### src/srle_pkg.sv
package srle_pkg;

  localparam int PIX_W         = 8;
  localparam int CFG_W         = 12;
  localparam int CLEAR_W       = 11;
  localparam int OPQ_W         = 8;
  localparam int DEF_MAX_WIDTH = 2048;

  localparam logic [PIX_W-1:0]   END_CODE    = 8'd255;
  localparam logic [PIX_W-1:0]   OPAQUE_CAP  = 8'd255;
  localparam logic [PIX_W-1:0]   ZERO_CODE   = 8'd0;
  localparam logic [CLEAR_W-1:0] CLEAR_SPLIT = 11'd254;
  localparam logic [CLEAR_W-1:0] CLEAR_SAT   = 11'd2047;

  localparam logic KIND_CODE  = 1'b0;
  localparam logic KIND_PIXEL = 1'b1;

  // one datapath operation per cycle, issued by the controller
  typedef enum logic [3:0] {
    OP_NONE,
    OP_ACCEPT,
    OP_SPLIT_HI,
    OP_SPLIT_LO,
    OP_CLEAR,
    OP_CAP_HI,
    OP_CAP_LO,
    OP_PIXEL,
    OP_RUN_END,
    OP_ROW_COUNT,
    OP_ROW_END
  } op_e;

  typedef struct packed {
    op_e  op;
    logic last;
  } srle_cmd_t;

  typedef struct packed {
    logic px_zero;    // incoming pixel is transparent
    logic in_run;     // an opaque run is open
    logic cap;        // opaque run has reached its cap
    logic clear_big;  // pending clear run needs splitting
    logic rem_big;    // remaining clear count still needs splitting
    logic row_now;    // incoming pixel closes the row
    logic row_q;      // word being worked on closes the row
    logic emit_ok;    // output register can take a word
  } srle_status_t;

endpackage

### src/srle_ctrl.sv
module srle_ctrl
  import srle_pkg::*;
(
  input  logic         clk_i,
  input  logic         rst_ni,
  input  logic         pixel_valid_i,
  output logic         pixel_ready_o,
  input  srle_status_t status_i,
  output srle_cmd_t    cmd_o
);

  typedef enum logic [9:0] {
    ST_IDLE      = 10'b00_0000_0001,
    ST_SPLIT_HI  = 10'b00_0000_0010,
    ST_SPLIT_LO  = 10'b00_0000_0100,
    ST_CLEAR     = 10'b00_0000_1000,
    ST_CAP_HI    = 10'b00_0001_0000,
    ST_CAP_LO    = 10'b00_0010_0000,
    ST_PIXEL     = 10'b00_0100_0000,
    ST_RUN_END   = 10'b00_1000_0000,
    ST_ROW_COUNT = 10'b01_0000_0000,
    ST_ROW_END   = 10'b10_0000_0000
  } state_e;

  state_e state_q, state_d;

  assign pixel_ready_o = (state_q == ST_IDLE);

  always_comb begin
    state_d   = state_q;
    cmd_o.op   = OP_NONE;
    cmd_o.last = 1'b0;
    unique case (state_q)
      ST_IDLE: begin
        if (pixel_valid_i) begin
          cmd_o.op = OP_ACCEPT;
          if (status_i.px_zero) begin
            if (status_i.in_run) begin
              state_d = ST_RUN_END;
            end else if (status_i.row_now) begin
              state_d = ST_ROW_END;
            end
          end else if (status_i.in_run) begin
            state_d = status_i.cap ? ST_CAP_HI : ST_PIXEL;
          end else begin
            state_d = status_i.clear_big ? ST_SPLIT_HI : ST_CLEAR;
          end
        end
      end
      ST_SPLIT_HI: begin
        if (status_i.emit_ok) begin
          cmd_o.op = OP_SPLIT_HI;
          state_d  = ST_SPLIT_LO;
        end
      end
      ST_SPLIT_LO: begin
        if (status_i.emit_ok) begin
          cmd_o.op = OP_SPLIT_LO;
          state_d  = status_i.rem_big ? ST_SPLIT_HI : ST_CLEAR;
        end
      end
      ST_CLEAR: begin
        if (status_i.emit_ok) begin
          cmd_o.op = OP_CLEAR;
          state_d  = ST_PIXEL;
        end
      end
      ST_CAP_HI: begin
        if (status_i.emit_ok) begin
          cmd_o.op = OP_CAP_HI;
          state_d  = ST_CAP_LO;
        end
      end
      ST_CAP_LO: begin
        if (status_i.emit_ok) begin
          cmd_o.op = OP_CAP_LO;
          state_d  = ST_PIXEL;
        end
      end
      ST_PIXEL: begin
        if (status_i.emit_ok) begin
          cmd_o.op   = OP_PIXEL;
          cmd_o.last = !status_i.row_q;
          state_d    = status_i.row_q ? ST_ROW_COUNT : ST_IDLE;
        end
      end
      ST_RUN_END: begin
        if (status_i.emit_ok) begin
          cmd_o.op   = OP_RUN_END;
          cmd_o.last = !status_i.row_q;
          state_d    = status_i.row_q ? ST_ROW_END : ST_IDLE;
        end
      end
      ST_ROW_COUNT: begin
        if (status_i.emit_ok) begin
          cmd_o.op = OP_ROW_COUNT;
          state_d  = ST_ROW_END;
        end
      end
      ST_ROW_END: begin
        if (status_i.emit_ok) begin
          cmd_o.op   = OP_ROW_END;
          cmd_o.last = 1'b1;
          state_d    = ST_IDLE;
        end
      end
      default: begin
        state_d = ST_IDLE;
      end
    endcase
  end

  always_ff @(posedge clk_i or negedge rst_ni) begin
    if (!rst_ni) begin
      state_q <= ST_IDLE;
    end else begin
      state_q <= state_d;
    end
  end

endmodule

### src/srle_dpath.sv
module srle_dpath
  import srle_pkg::*;
#(
  parameter int MAX_WIDTH = DEF_MAX_WIDTH
) (
  input  logic               clk_i,
  input  logic               rst_ni,
  input  logic               cfg_we_i,
  input  logic [CFG_W-1:0]   cfg_wdata_i,
  input  logic [PIX_W-1:0]   pixel_i,
  input  srle_cmd_t          cmd_i,
  output srle_status_t       status_o,
  output logic               result_valid_o,
  input  logic               result_ready_i,
  output logic               kind_o,
  output logic [PIX_W-1:0]   value_o,
  output logic               last_o
);

  localparam int CLW = $clog2(MAX_WIDTH);
  localparam int WW  = (CLW + 1 > CFG_W) ? CLW + 1 : CFG_W;

  logic [CFG_W-1:0]   line_width_q;
  logic [CLW-1:0]     column_q;
  logic [CLEAR_W-1:0] clear_count_q;
  logic [CLEAR_W-1:0] rem_q;
  logic [OPQ_W-1:0]   opaque_count_q;
  logic               in_run_q;
  logic [PIX_W-1:0]   pixel_q;
  logic               row_q;

  logic               out_valid_q;
  logic               kind_q;
  logic [PIX_W-1:0]   value_q;
  logic               last_q;

  logic [WW-1:0]      lw_ext, eff_width, col_inc;
  logic               row_now, emit_ok, emit;
  logic               kind_d;
  logic [PIX_W-1:0]   value_d;

  // effective width: zero acts as one, clamp to the largest row
  assign lw_ext    = WW'(line_width_q);
  assign eff_width = (lw_ext == '0) ? WW'(1) :
                     ((lw_ext > WW'(MAX_WIDTH)) ? WW'(MAX_WIDTH) : lw_ext);
  assign col_inc   = WW'(column_q) + WW'(1);
  assign row_now   = (col_inc >= eff_width);

  assign emit_ok = !out_valid_q || result_ready_i;
  assign emit    = (cmd_i.op != OP_NONE) && (cmd_i.op != OP_ACCEPT);

  assign status_o.px_zero   = (pixel_i == '0);
  assign status_o.in_run    = in_run_q;
  assign status_o.cap       = (opaque_count_q == OPAQUE_CAP);
  assign status_o.clear_big = (clear_count_q > CLEAR_SPLIT);
  assign status_o.rem_big   = (rem_q > CLEAR_SPLIT);
  assign status_o.row_now   = row_now;
  assign status_o.row_q     = row_q;
  assign status_o.emit_ok   = emit_ok;

  always_comb begin
    kind_d  = KIND_CODE;
    value_d = ZERO_CODE;
    unique case (cmd_i.op)
      OP_SPLIT_HI:  value_d = PIX_W'(CLEAR_SPLIT);
      OP_CLEAR:     value_d = PIX_W'(rem_q);
      OP_CAP_HI:    value_d = OPAQUE_CAP;
      OP_PIXEL: begin
        kind_d  = KIND_PIXEL;
        value_d = pixel_q;
      end
      OP_RUN_END,
      OP_ROW_COUNT: value_d = opaque_count_q;
      OP_ROW_END:   value_d = END_CODE;
      default:      value_d = ZERO_CODE;
    endcase
  end

  always_ff @(posedge clk_i or negedge rst_ni) begin
    if (!rst_ni) begin
      line_width_q   <= CFG_W'(1);
      column_q       <= '0;
      clear_count_q  <= '0;
      opaque_count_q <= '0;
      in_run_q       <= 1'b0;
      row_q          <= 1'b0;
      out_valid_q    <= 1'b0;
    end else begin
      if (cfg_we_i) begin
        line_width_q <= cfg_wdata_i;
      end
      if (emit) begin
        out_valid_q <= 1'b1;
      end else if (result_ready_i) begin
        out_valid_q <= 1'b0;
      end
      unique case (cmd_i.op)
        OP_ACCEPT: begin
          row_q    <= row_now;
          column_q <= row_now ? '0 : column_q + CLW'(1);
          if ((pixel_i == '0) && !in_run_q && (clear_count_q != CLEAR_SAT)) begin
            clear_count_q <= clear_count_q + CLEAR_W'(1);
          end
        end
        OP_CLEAR: begin
          clear_count_q  <= '0;
          in_run_q       <= 1'b1;
          opaque_count_q <= '0;
        end
        OP_CAP_HI: begin
          opaque_count_q <= '0;
        end
        OP_PIXEL: begin
          opaque_count_q <= opaque_count_q + OPQ_W'(1);
        end
        OP_RUN_END: begin
          // this transparent pixel opens the next clear run
          in_run_q       <= 1'b0;
          opaque_count_q <= '0;
          clear_count_q  <= CLEAR_W'(1);
        end
        OP_ROW_END: begin
          in_run_q       <= 1'b0;
          opaque_count_q <= '0;
          clear_count_q  <= '0;
        end
        default: ;
      endcase
    end
  end

  always_ff @(posedge clk_i) begin
    if (cmd_i.op == OP_ACCEPT) begin
      pixel_q <= pixel_i;
      rem_q   <= clear_count_q;
    end else if (cmd_i.op == OP_SPLIT_HI) begin
      rem_q <= rem_q - CLEAR_SPLIT;
    end
    if (emit) begin
      kind_q  <= kind_d;
      value_q <= value_d;
      last_q  <= cmd_i.last;
    end
  end

  assign result_valid_o = out_valid_q;
  assign kind_o         = kind_q;
  assign value_o        = value_q;
  assign last_o         = last_q;

  a_emit_slot_free: assert property (@(posedge clk_i) disable iff (!rst_ni)
    emit |-> emit_ok)
    else $error("word emitted while output register is occupied");

  a_run_no_clear: assert property (@(posedge clk_i) disable iff (!rst_ni)
    in_run_q |-> (clear_count_q == '0))
    else $error("clear count pending inside an opaque run");

  a_row_end_reset: assert property (@(posedge clk_i) disable iff (!rst_ni)
    (cmd_i.op == OP_ROW_END) |=> (column_q == '0) && !in_run_q && (opaque_count_q == '0))
    else $error("row state not cleared at end of row");

  a_column_range: assert property (@(posedge clk_i) disable iff (!rst_ni)
    WW'(column_q) < WW'(MAX_WIDTH))
    else $error("column beyond largest row");

endmodule

### src/sprite_row_rle_encoder_unit.sv
// An accepted pixel sets the controller's next state, from which its first word enters the
// output register once it is free or being read; a stalled output holds the controller.
// A clear run of c pixels splits into 2*floor((c-1)/254) extra words.
// The controller works on one pixel at a time; the output register frees the input side.
// Reset: asynchronous, active low; line width returns to 1 and all run state clears.
module sprite_row_rle_encoder_unit
  import srle_pkg::*;
#(
  parameter int MAX_WIDTH = DEF_MAX_WIDTH
) (
  input  logic             clk_i,
  input  logic             rst_ni,
  input  logic             cfg_we_i,
  input  logic [CFG_W-1:0] cfg_wdata_i,
  input  logic             pixel_valid_i,
  output logic             pixel_ready_o,
  input  logic [PIX_W-1:0] pixel_i,
  output logic             result_valid_o,
  input  logic             result_ready_i,
  output logic             kind_o,
  output logic [PIX_W-1:0] value_o,
  output logic             last_o
);

  srle_cmd_t    cmd;
  srle_status_t status;

  srle_ctrl u_ctrl (
    .clk_i         (clk_i),
    .rst_ni        (rst_ni),
    .pixel_valid_i (pixel_valid_i),
    .pixel_ready_o (pixel_ready_o),
    .status_i      (status),
    .cmd_o         (cmd)
  );

  srle_dpath #(
    .MAX_WIDTH (MAX_WIDTH)
  ) u_dpath (
    .clk_i          (clk_i),
    .rst_ni         (rst_ni),
    .cfg_we_i       (cfg_we_i),
    .cfg_wdata_i    (cfg_wdata_i),
    .pixel_i        (pixel_i),
    .cmd_i          (cmd),
    .status_o       (status),
    .result_valid_o (result_valid_o),
    .result_ready_i (result_ready_i),
    .kind_o         (kind_o),
    .value_o        (value_o),
    .last_o         (last_o)
  );

endmodule

### config.mk
export PLATFORM = sky130hd
export DESIGN_NAME = sprite_row_rle_encoder_unit
export DESIGN_NICKNAME = d
export VERILOG_FILES = /design/src/srle_pkg.sv /design/src/srle_ctrl.sv /design/src/srle_dpath.sv /design/src/sprite_row_rle_encoder_unit.sv
export SDC_FILE = /design/constraint.sdc
export NUM_CORES = 1
export LEC_CHECK = 0
export BUFFER_PORTS_ARGS = -buffer_cell sky130_fd_sc_hd__buf_4
export CORE_ASPECT_RATIO = 0.9
export CORE_MARGIN = 3
export CORE_UTILIZATION = 50
export CTS_CLUSTER_DIAMETER = 50
export DETAILED_ROUTE_END_ITERATION = 12
export GPL_TIMING_DRIVEN = 0
export PLACE_DENSITY = 0.65
export REMOVE_ABC_BUFFERS = 1
export SLEW_MARGIN = 25
export SYNTH_ARGS = -nofsm -noshare
export SYNTH_HDL_FRONTEND = slang
export SYNTH_SLANG_ARGS = --single-unit
### constraint.sdc
create_clock -name clk_i -period 5.1 [get_ports clk_i]
set_input_delay 1.02 -clock clk_i [delete_from_list [all_inputs] [get_ports clk_i]]
set_output_delay 1.02 -clock clk_i [all_outputs]
set_load 0.05 [all_outputs]
==> results of run 1 <==
-- cell usage after synthesis, drive strengths merged, types with 3 or more instances --
cell | count | area, um^2
nand2b | 4 | 25.0
clkbuf | 4 | 15.0
mux2 | 19 | 214
or4 | 3 | 22.5
and2 | 3 | 18.8
and3 | 10 | 62.6
o21a | 3 | 30.0
edfxtp | 29 | 871
o21ai | 28 | 155
o221ai | 3 | 43.8
ha | 17 | 213
nor3 | 12 | 70.1
and4 | 3 | 26.3
o211ai | 8 | 60.1
xnor2 | 15 | 131
inv | 13 | 48.8
nand4 | 20 | 125
buf | 14 | 77.6
a21o | 8 | 60.1
nor2b | 4 | 25.0
dfrtp | 53 | 1330
nand3 | 33 | 175
nand2 | 47 | 179
nor4 | 9 | 83.8
nor3b | 6 | 45.0
a22oi | 7 | 52.6
xor2 | 16 | 140
nor2 | 43 | 169
a22o | 3 | 26.3
a21oi | 17 | 88.8
o31ai | 3 | 22.5
nand4b | 4 | 35.0
-- worst max-delay path: cells and delay by family, from the launching register on --
family                     cells  cell delay (ns)
and+or+nand+nor                4             0.89
muxes                          1             0.38
adders and majority gates      2             0.55
DFF                            1             0.46
xor gates and xnor gates       1             0.26
AOI/OAI and AO/OA              3             1.05
-- power breakdown --
part | internal [mW] | switching [mW] | total, mW
logic | 0.450 | 0.873 | 1.32
clock network | 0.212 | 0.248 | 0.461
registers | 0.936 | 0.173 | 1.11
-- flip-flops by register name, summed over array words and instances (netlist names), 8 cells and up --
register	flops
u_dpath.opaque_count_q	8
u_ctrl.state_q	10
u_dpath.line_width_q	12
u_dpath.pixel_q	8
u_dpath.clear_count_q	11
u_dpath.value_o	8
u_dpath.column_q	11
u_dpath.rem_q	11
-- stage by stage --
stage / util / setup slack, ns / cell area, um^2 / hold WS, ns
floorplan: - / 1.64 / 4820 / 0.468
global placement: 0.562 / 0.318 / 5240 / 0.502
detailed placement: 0.564 / 1.41 / 5260 / 0.500
CTS: 0.584 / 1.40 / 5450 / 0.517
global route: 0.586 / 1.16 / 5470 / 0.538
finish: 0.586 / 1.41 / 5470 / 0.527
-- per-layer routing --
layer,GRT usage,part of all wire
met1,0.315,0.49
met2,0.326,0.46
met3,0.0434,0.045
met4,0.0388,0.0061
met5,0,0
-- cell type report --
cell class | count | area [um^2]
clock buffer | 12 | 159
clock inverter | 4 | 31.3
fill | 878 | 3870
inverter | 13 | 48.8
multi-input combinational | 370 | 2530
sequential | 84 | 2250
tap | 122 | 153
timing repair buffer | 38 | 293
-- worst max-delay path by stage --
stage                                         start                                   end  slack, ns
finish              u_dpath.column_q[0]$_DFFE_PN0P_         u_ctrl.state_q[7]$_DFFE_PN0P_       1.41
global route        u_dpath.column_q[0]$_DFFE_PN0P_         u_ctrl.state_q[9]$_DFFE_PN0P_       1.16
CTS                 u_dpath.column_q[0]$_DFFE_PN0P_         u_ctrl.state_q[7]$_DFFE_PN0P_       1.40
detailed placement  u_dpath.column_q[0]$_DFFE_PN0P_         u_ctrl.state_q[1]$_DFFE_PN0P_       1.41
global placement      u_ctrl.state_q[9]$_DFFE_PN0P_       u_dpath.column_q[6]$_DFFE_PN0P_       0.32
floorplan             u_ctrl.state_q[9]$_DFFE_PN0P_  u_dpath.clear_count_q[4]$_DFFE_PN0P_       1.64
-- cells by family after synthesis --
family / Yosys count / share of synthesized area
DFF: 84 / 0.458
and+or+nand+nor: 205 / 0.222
muxes: 21 / 0.0476
xor gates and xnor gates: 31 / 0.0553
AOI/OAI and AO/OA: 96 / 0.144
adders and majority gates: 17 / 0.0433
buffers and inverters: 31 / 0.0288
==> out/metrics.yaml, run 1 <==
outcome: "complete, no violations"
regToRegStartpoint: "u_dpath.column_q[0]$_DFFE_PN0P_"
dp_cells: 627
ios: 37
start_util: 0.526
period_minus_slack_ns: 3.69
rr_endpoint: "u_ctrl.state_q[7]$_DFFE_PN0P_"
arrival_ns: 3.93
drt-pass1-iter-count: 5
numCtsBuffers: 9
die_y_um: 100
ctsResizeCount: 0
start_kind: "flop"
slew_violations: 0
setup_viol: 0
synth_cell_types: 66
synth_edf_count: 29
vias_per_cell: 5.95
relSlewSlack: 0.361
routed_wl_um: 11200
clock_sinks: 84
die-area_um2: 11000
fmax_ghz: 0.271
cts_setup_buffers: 0
whs_path_depth: 1
mostFrequentLayoutCell: "dfrtp_1"
areaGrowthSynthToFinish_pct: 11.3
hold_end: "u_dpath.clear_count_q[6]$_DFFE_PN0P_"
crit_slowest_cell: "dfrtp_1"
final_cell_mix: "53 x dfrtp_1, 46 x nand2_1, 42 x nor2_1"
skew_ns: 0.0125
async_flop_share: 0.655
maxCapViolCount: 0
globalplace.congestion: 0.824
slowest_delay_ns: 0.46
cp_max_fo: 10
ctsLongestPathBuffers: 2
tightest_slew_ns: 0.945
wl_per_cell_um: 17.5
nets: 558
clk_latency_ns: 0.36
ys_ff_latch: 84
synthFlopType: "dfrtp_1"
grt_usage: 0.212
port_buffers: 36
grt_pass1_vias: 3718
drc: 0
hp-class: "flop to flop"
ys_warn_count: 0
antenna_left: 0
rr_worst_depth: 11
clkTransAtPathRegs_ns: 0.08
grt_overflow: 0
core_area_um2: 9330
required_ns: 5.34
total_power_mw: 2.89
hold_viol: 0
antenna_found_initial: 0
syn_inst: 485
ir_worst_vdd_v: 0.000301
num_rows: 33
cts_tree: "done"
layout.cells.non_filler: 643
crit_path_cell_trace: "ha_1 -> nand3_1 -> nor2_1 -> nand3_1 -> xnor2_1 -> ha_1 -> a21o_1 -> a221oi_1 -> nand2_1 -> o221ai_4 -> mux2_2"
syn_area_um2: 4910
hp-start: "u_dpath.clear_count_q[6]$_DFFE_PN0P_"
crit_path_end_kind: "flop"
grt_first_pass_wirelength_um: 18900
diodes: 0
synth.avg_cell_area_um2: 10.1
rsz0062_at_grt: "no"
ys_seq_area_frac: 0.458
finalCritPeriodShare: 0.723
p_per_area_nw_per_um2: 529
cts_hold_buffers: 0
num_vias: 3824
drive_above_1_share: 0.184
die_w_um: 110
path_class: "flop to flop"
root_buffer: "clkbuf_8"
r2r_slack_ns: 1.41
drt_iter0_markers: 273
finalSetupTns_ns: 0
htree_levels: 3
grt_max_degree: 56
p_leak_nw: 2.35
dp_hpwl_um: 8320
Note: power is estimated with default switching activity, not from simulation.
==> run 2, diff against run 1 <==
PLACE_DENSITY = 0.68   (was 0.65)
clock period = 3 ns   (was 5.1 ns; I/O delays follow)
==> run 2 against run 1 <==
Net effect:
- core utilization up 2.2 points
- first-iteration DRC count rose by 3.7%
- non-clock buffer count increased by 10
- routed wire length rose by 2.9%
- sequential power rose by 68%
- sequential cell count unchanged
- via count increased by 4.5%
- worst setup slack got worse by 1.4 ns
- maximum frequency grew 25%
- worst hold slack worse by 0.24 ns
- combinational power increased by 85%
- critical path type unchanged
- largest power group unchanged
==> out/metrics.yaml, run 2 (same netlist as run 1, synthesis figures left out) <==
dp_hpwl_um: 8180
cts_tree: "done"
finalSetupTns_ns: 0
hp-class: "input pin to asynchronous set/reset pin"
fillers: 815
wl_per_cell_um: 17.7
p_leak_nw: 2.42
die_w_um: 110
post-route-cell-area_um2: 5670
grt_max_degree: 56
diodes: 0
setup_viol: 0
drc: 0
relSlewSlack: 0.388
skew_ns: 0.00662
tightest_slew_ns: 0.906
port_buffers: 36
root_buffer: "clkbuf_8"
dp_cells: 627
cp_max_fo: 6
layout.cells.non_filler: 653
antenna_left: 0
clk_latency_ns: 0.35
path_class: "flop to flop"
largest_reg_flops: 12
final_cell_mix: "52 x dfrtp_1, 45 x nand2_1, 44 x buf_4"
crit_buf_inv: 2
grt_pass1_vias: 3854
cts_hold_buffers: 0
rsz0062_at_grt: "yes"
ir_worst_vdd_v: 0.000477
ff_latch_area_um2: 2250
placed_cell_area_um2: 5260
final_util: 0.608
crit_path_end_kind: "flop"
clock_sinks: 84
num_vias: 3996
start_kind: "flop"
hold_viol: 0
routed_wl_um: 11600
start_util: 0.526
grt_first_pass_wirelength_um: 19400
mostFrequentLayoutCell: "dfrtp_1"
numCtsBuffers: 9
ctsLongestPathBuffers: 2
fmax_ghz: 0.340
p_per_area_nw_per_um2: 898
antenna_found_initial: 0
crit_slowest_cell: "dfrtp_1"
areaGrowthSynthToFinish_pct: 15.5
drt_iter0_markers: 283
drt-pass1-iter-count: 5
maxCapViolCount: 0
die_y_um: 100
clkTransAtPathRegs_ns: 0.09
vias_per_cell: 6.12
period_minus_slack_ns: 2.94
finalCritPeriodShare: 0.981
htree_levels: 3
crit_path_cell_trace: "buf_4 -> nand2_1 -> nor2_2 -> nand3_2 -> xnor2_2 -> ha_1 -> nand3_1 -> nor3_2 -> a221oi_4 -> nand2_2 -> o221ai_4 -> buf_12 -> mux2_2"
grt_usage: 0.213
num_rows: 33
slew_violations: 0
globalplace.congestion: 0.841
core_area_um2: 9330
grt_overflow: 0
arrival_ns: 3.19
nets: 568
multi_input_area_um2: 2650
cp_top_family: "simple AND/OR/NAND/NOR gates"
outcome: "complete, no violations"
die-area_um2: 11000
largest_register: "u_dpath.line_width_q"
drive_above_1_share: 0.228
slowest_delay_ns: 0.39
required_ns: 3.24
ios: 37
-- run 2: cell type report --
type / count / area share
repair buffers: 48 / 0.0677
well taps: 122 / 0.0269
clock buffers: 11 / 0.0269
clock inverters: 5 / 0.00596
inverters: 13 / 0.00926
flip-flops and latches: 84 / 0.397
multi-input cells: 370 / 0.466
-- run 2: metal layers --
layer / global-route usage / wire length [um]
met5: 0 / 0
met4: 0.0360 / 104
met3: 0.0428 / 713
met2: 0.340 / 5330
met1: 0.310 / 5410
-- run 2: path summary, 6_finish.rpt --
path | from | end | slack (ns) | cells past startpoint
min in group clk_i | pixel_i[1] | u_dpath.pixel_q[1]$_DFFE_PP_ | 0.42 | 1
max in group asynchronous | rst_ni | u_dpath.column_q[2]$_DFFE_PN0P_ | 2.20 | 1
hold reg to reg | u_dpath.clear_count_q[7]$_DFFE_PN0P_ | u_dpath.clear_count_q[7]$_DFFE_PN0P_ | 0.52 | 1
setup / recovery | u_dpath.column_q[0]$_DFFE_PN0P_ | u_ctrl.state_q[7]$_DFFE_PN0P_ | 0.06 | 13
setup reg to reg | u_dpath.column_q[0]$_DFFE_PN0P_ | u_ctrl.state_q[7]$_DFFE_PN0P_ | 0.06 | 13
hold / removal | rst_ni | u_ctrl.state_q[9]$_DFFE_PN0P_ | 0.29 | 1
-- run 2: timing repair --
action,CTS,global route
gates resized for setup,9,16
pin swaps,3,7
setup buffers,5,5
endpoints found under the setup margin,50,35
-- run 2: metrics by stage --
| step | setup WS [ns] | hold WS [ns] | power, mW |
|---|---|---|---|
| 5_1_grt | -0.113 | 0.344 | 5.44 |
| 3_5_place_dp | -0.610 | 0.515 | 4.14 |
| 3_3_place_gp | -1.80 | 0.502 | 4.05 |
| 6_report | 0.0562 | 0.289 | 5.09 |
| 4_1_cts | 0.0119 | 0.323 | 5.02 |
| 2_1_floorplan | -0.455 | 0.304 | 3.45 |
-- run 2: report_power, final --
group	leakage [nW]	internal (mW)	switching, mW
logic	1.34	0.883	1.56
registers	0.991	1.59	0.283
clock network	0.0909	0.352	0.426
==> run 3, diff against run 2 <==
clock period = 2.49 ns   (was 3 ns; I/O delays follow)
==> run 3 against run 2 <==
Net effect:
- the run now ends with setup timing left
- sequential power grew 21%
- sequential share of layout area fell by 3.0 points
- maximum frequency grew 2.0%
- die area stayed put
- routed wire length is 9.2% higher
- non-clock buffer count increased by 32
- register-to-register slack worse by 0.45 ns
- via count grew 4.3%
- clock-buffer cell count unchanged
- clock skew up 0.00068 ns
- critical endpoint is now u_ctrl.state_q[4]$_DFFE_PN0P_
- highest routed layer unchanged
==> out/metrics.yaml, run 3 (same netlist as run 1, synthesis figures left out) <==
crit_slowest_cell: "dfrtp_1"
post-route-cell-area_um2: 6140
drt-pass1-iter-count: 5
cp-startpoint: "u_dpath.column_q[0]$_DFFE_PN0P_"
rsz0062_at_grt: "yes"
antenna_left: 0
slew_violations: 0
routed_wl_um: 12600
areaGrowthSynthToFinish_pct: 25.0
vias_per_cell: 6.08
rr_worst_depth: 12
drc: 0
p_leak_nw: 2.62
skew_ns: 0.00730
grt_usage: 0.225
arrival_ns: 3.13
die-area_um2: 11000
met3_usage: 0.0434
nets: 601
root_buffer: "clkbuf_8"
relSlewSlack: 0.449
grt_overflow: 0
start_kind: "flop"
die_y_um: 100
fillers: 739
tightest_slew_ns: 0.823
setup_viol: 30
cts_tree: "done"
setup_slack_ns: -0.397
fmax_ghz: 0.346
clk_latency_ns: 0.36
clkTransAtPathRegs_ns: 0.09
drt_iter0_markers: 275
outcome: "complete, but fails checks"
holdWs_ns: 0.184
ir_worst_vdd_v: 0.000554
slowest_delay_ns: 0.42
grt_max_degree: 56
finalCritPeriodShare: 1.16
p_per_area_nw_per_um2: 1090
wl_per_cell_um: 18.4
rr_endpoint: "u_ctrl.state_q[4]$_DFFE_PN0P_"
grt_pass1_vias: 4031
maxCapViolCount: 0
antenna_found_initial: 0
ios: 37
port_buffers: 36
placed_cell_area_um2: 5260
core_area_um2: 9330
num_vias: 4169
grt_first_pass_wirelength_um: 20300
multi_input_area_um2: 2840
htree_levels: 3
largest_reg_flops: 12
grt.met1_usage: 0.324
ff_latch_area_um2: 2250
hold_viol: 0
clock_sinks: 84
period_minus_slack_ns: 2.89
ctsLongestPathBuffers: 2
hp-class: "input pin to asynchronous set/reset pin"
violations: "setup timing"
cp_max_fo: 6
r2r_slack_ns: -0.40
drive_above_1_share: 0.317
required_ns: 2.74
path_class: "flop to flop"
start_util: 0.526
globalplace.congestion: 0.841
final_cell_mix: "71 x buf_4, 50 x dfrtp_1, 45 x nand2_1"
num_rows: 33
dp_hpwl_um: 8180
mostFrequentLayoutCell: "buf_4"
diodes: 0
largest_register: "u_dpath.line_width_q"
regToRegStartpoint: "u_dpath.column_q[0]$_DFFE_PN0P_"
crit_path_cell_trace: "ha_4 -> nand3_4 -> buf_4 -> xnor2_1 -> ha_1 -> nand4_1 -> nor3_4 -> a221oi_4 -> nand2_2 -> o221ai_4 -> buf_12 -> mux2_4"
grt-busiest-layer: "met2"
numCtsBuffers: 9
crit_path_end_kind: "flop"
die_w_um: 110
met2_usage: 0.359
cp-endpoint: "u_ctrl.state_q[4]$_DFFE_PN0P_"
[run 3: cell count changes in the layout (fill, tap and decap cells not counted), moves of 3 or more]
cell | previous run | this run
buf_4 | 44 | 71
o21ai_2 | 1 | 6
mux2_2 | 16 | 12
nor3_1 | 9 | 6
o21ai_0 | 20 | 14
buf_6 | 3 | 8
mux2_4 | 3 | 7
nand3_1 | 28 | 23
nand3_2 | 4 | 7
[run 3: worst min path at each step]
stage	startpoint	to	slack, ns
2_1_floorplan	rst_ni	u_ctrl.state_q[1]$_DFFE_PN0P_	0.20
3_3_place_gp	u_dpath.clear_count_q[7]$_DFFE_PN0P_	u_dpath.clear_count_q[7]$_DFFE_PN0P_	0.50
3_5_place_dp	u_dpath.clear_count_q[7]$_DFFE_PN0P_	u_dpath.clear_count_q[7]$_DFFE_PN0P_	0.52
4_1_cts	rst_ni	u_ctrl.state_q[9]$_DFFE_PN0P_	0.22
5_1_grt	rst_ni	u_dpath.column_q[4]$_DFFE_PN0P_	0.24
6_report	rst_ni	u_dpath.column_q[4]$_DFFE_PN0P_	0.18
[run 3: worst max-delay path: cells and delay by family, from the launching register on]
| family | cells | cell delay (ns) |
|---|---|---|
| AOI/OAI and AO/OA | 2 | 0.50 |
| adders and majority gates | 2 | 0.47 |
| and+or+nand+nor | 4 | 0.45 |
| DFF | 1 | 0.42 |
| xor gates and xnor gates | 1 | 0.33 |
| buffers and inverters | 2 | 0.32 |
| muxes | 1 | 0.30 |
[run 3: power breakdown]
part           switching (mW)  leakage, nW  internal [mW]
Sequential              0.355        0.988           1.91
Combinational            2.09         1.54           1.39
Clock                   0.514       0.0909          0.424
[run 3: layout make-up]
type	instances	area share
tap	122	0.0249
clock buffer	11	0.0249
timing repair buffer	80	0.105
timing repair inverter	1	0.00122
sequential	84	0.367
clock inverter	5	0.00550
multi-input combinational	370	0.463
inverter	13	0.00856
[run 3: timing repair]
action / in CTS / in global routing
buffers inserted: 26 / 18
hold buffers: 0 / 0
pin swaps: 16 / 8
endpoints found under the setup margin: 91 / 71
cloned: 1 / 0
resized for setup: 44 / 33
[run 3: routing by layer]
metal / routed length [um] / share of wire
met5: 0 / 0
met4: 159 / 0.013
met3: 785 / 0.062
met2: 5870 / 0.46
met1: 5810 / 0.46
[run 3: stage by stage]
stage | setup TNS (ns) | utilization | std cells | setup slack (ns) | total power, mW
2_1_floorplan | -39.27 | - | 467 | -0.965 | 4.16
3_3_place_gp | -123.84 | 0.562 | 625 | -2.31 | 4.88
3_5_place_dp | -48.85 | 0.564 | 627 | -1.12 | 4.98
4_1_cts | -2.97 | 0.630 | 670 | -0.278 | 6.38
5_1_grt | -8.71 | 0.658 | 686 | -0.491 | 7.08
6_report | -5.51 | 0.658 | 686 | -0.397 | 6.68
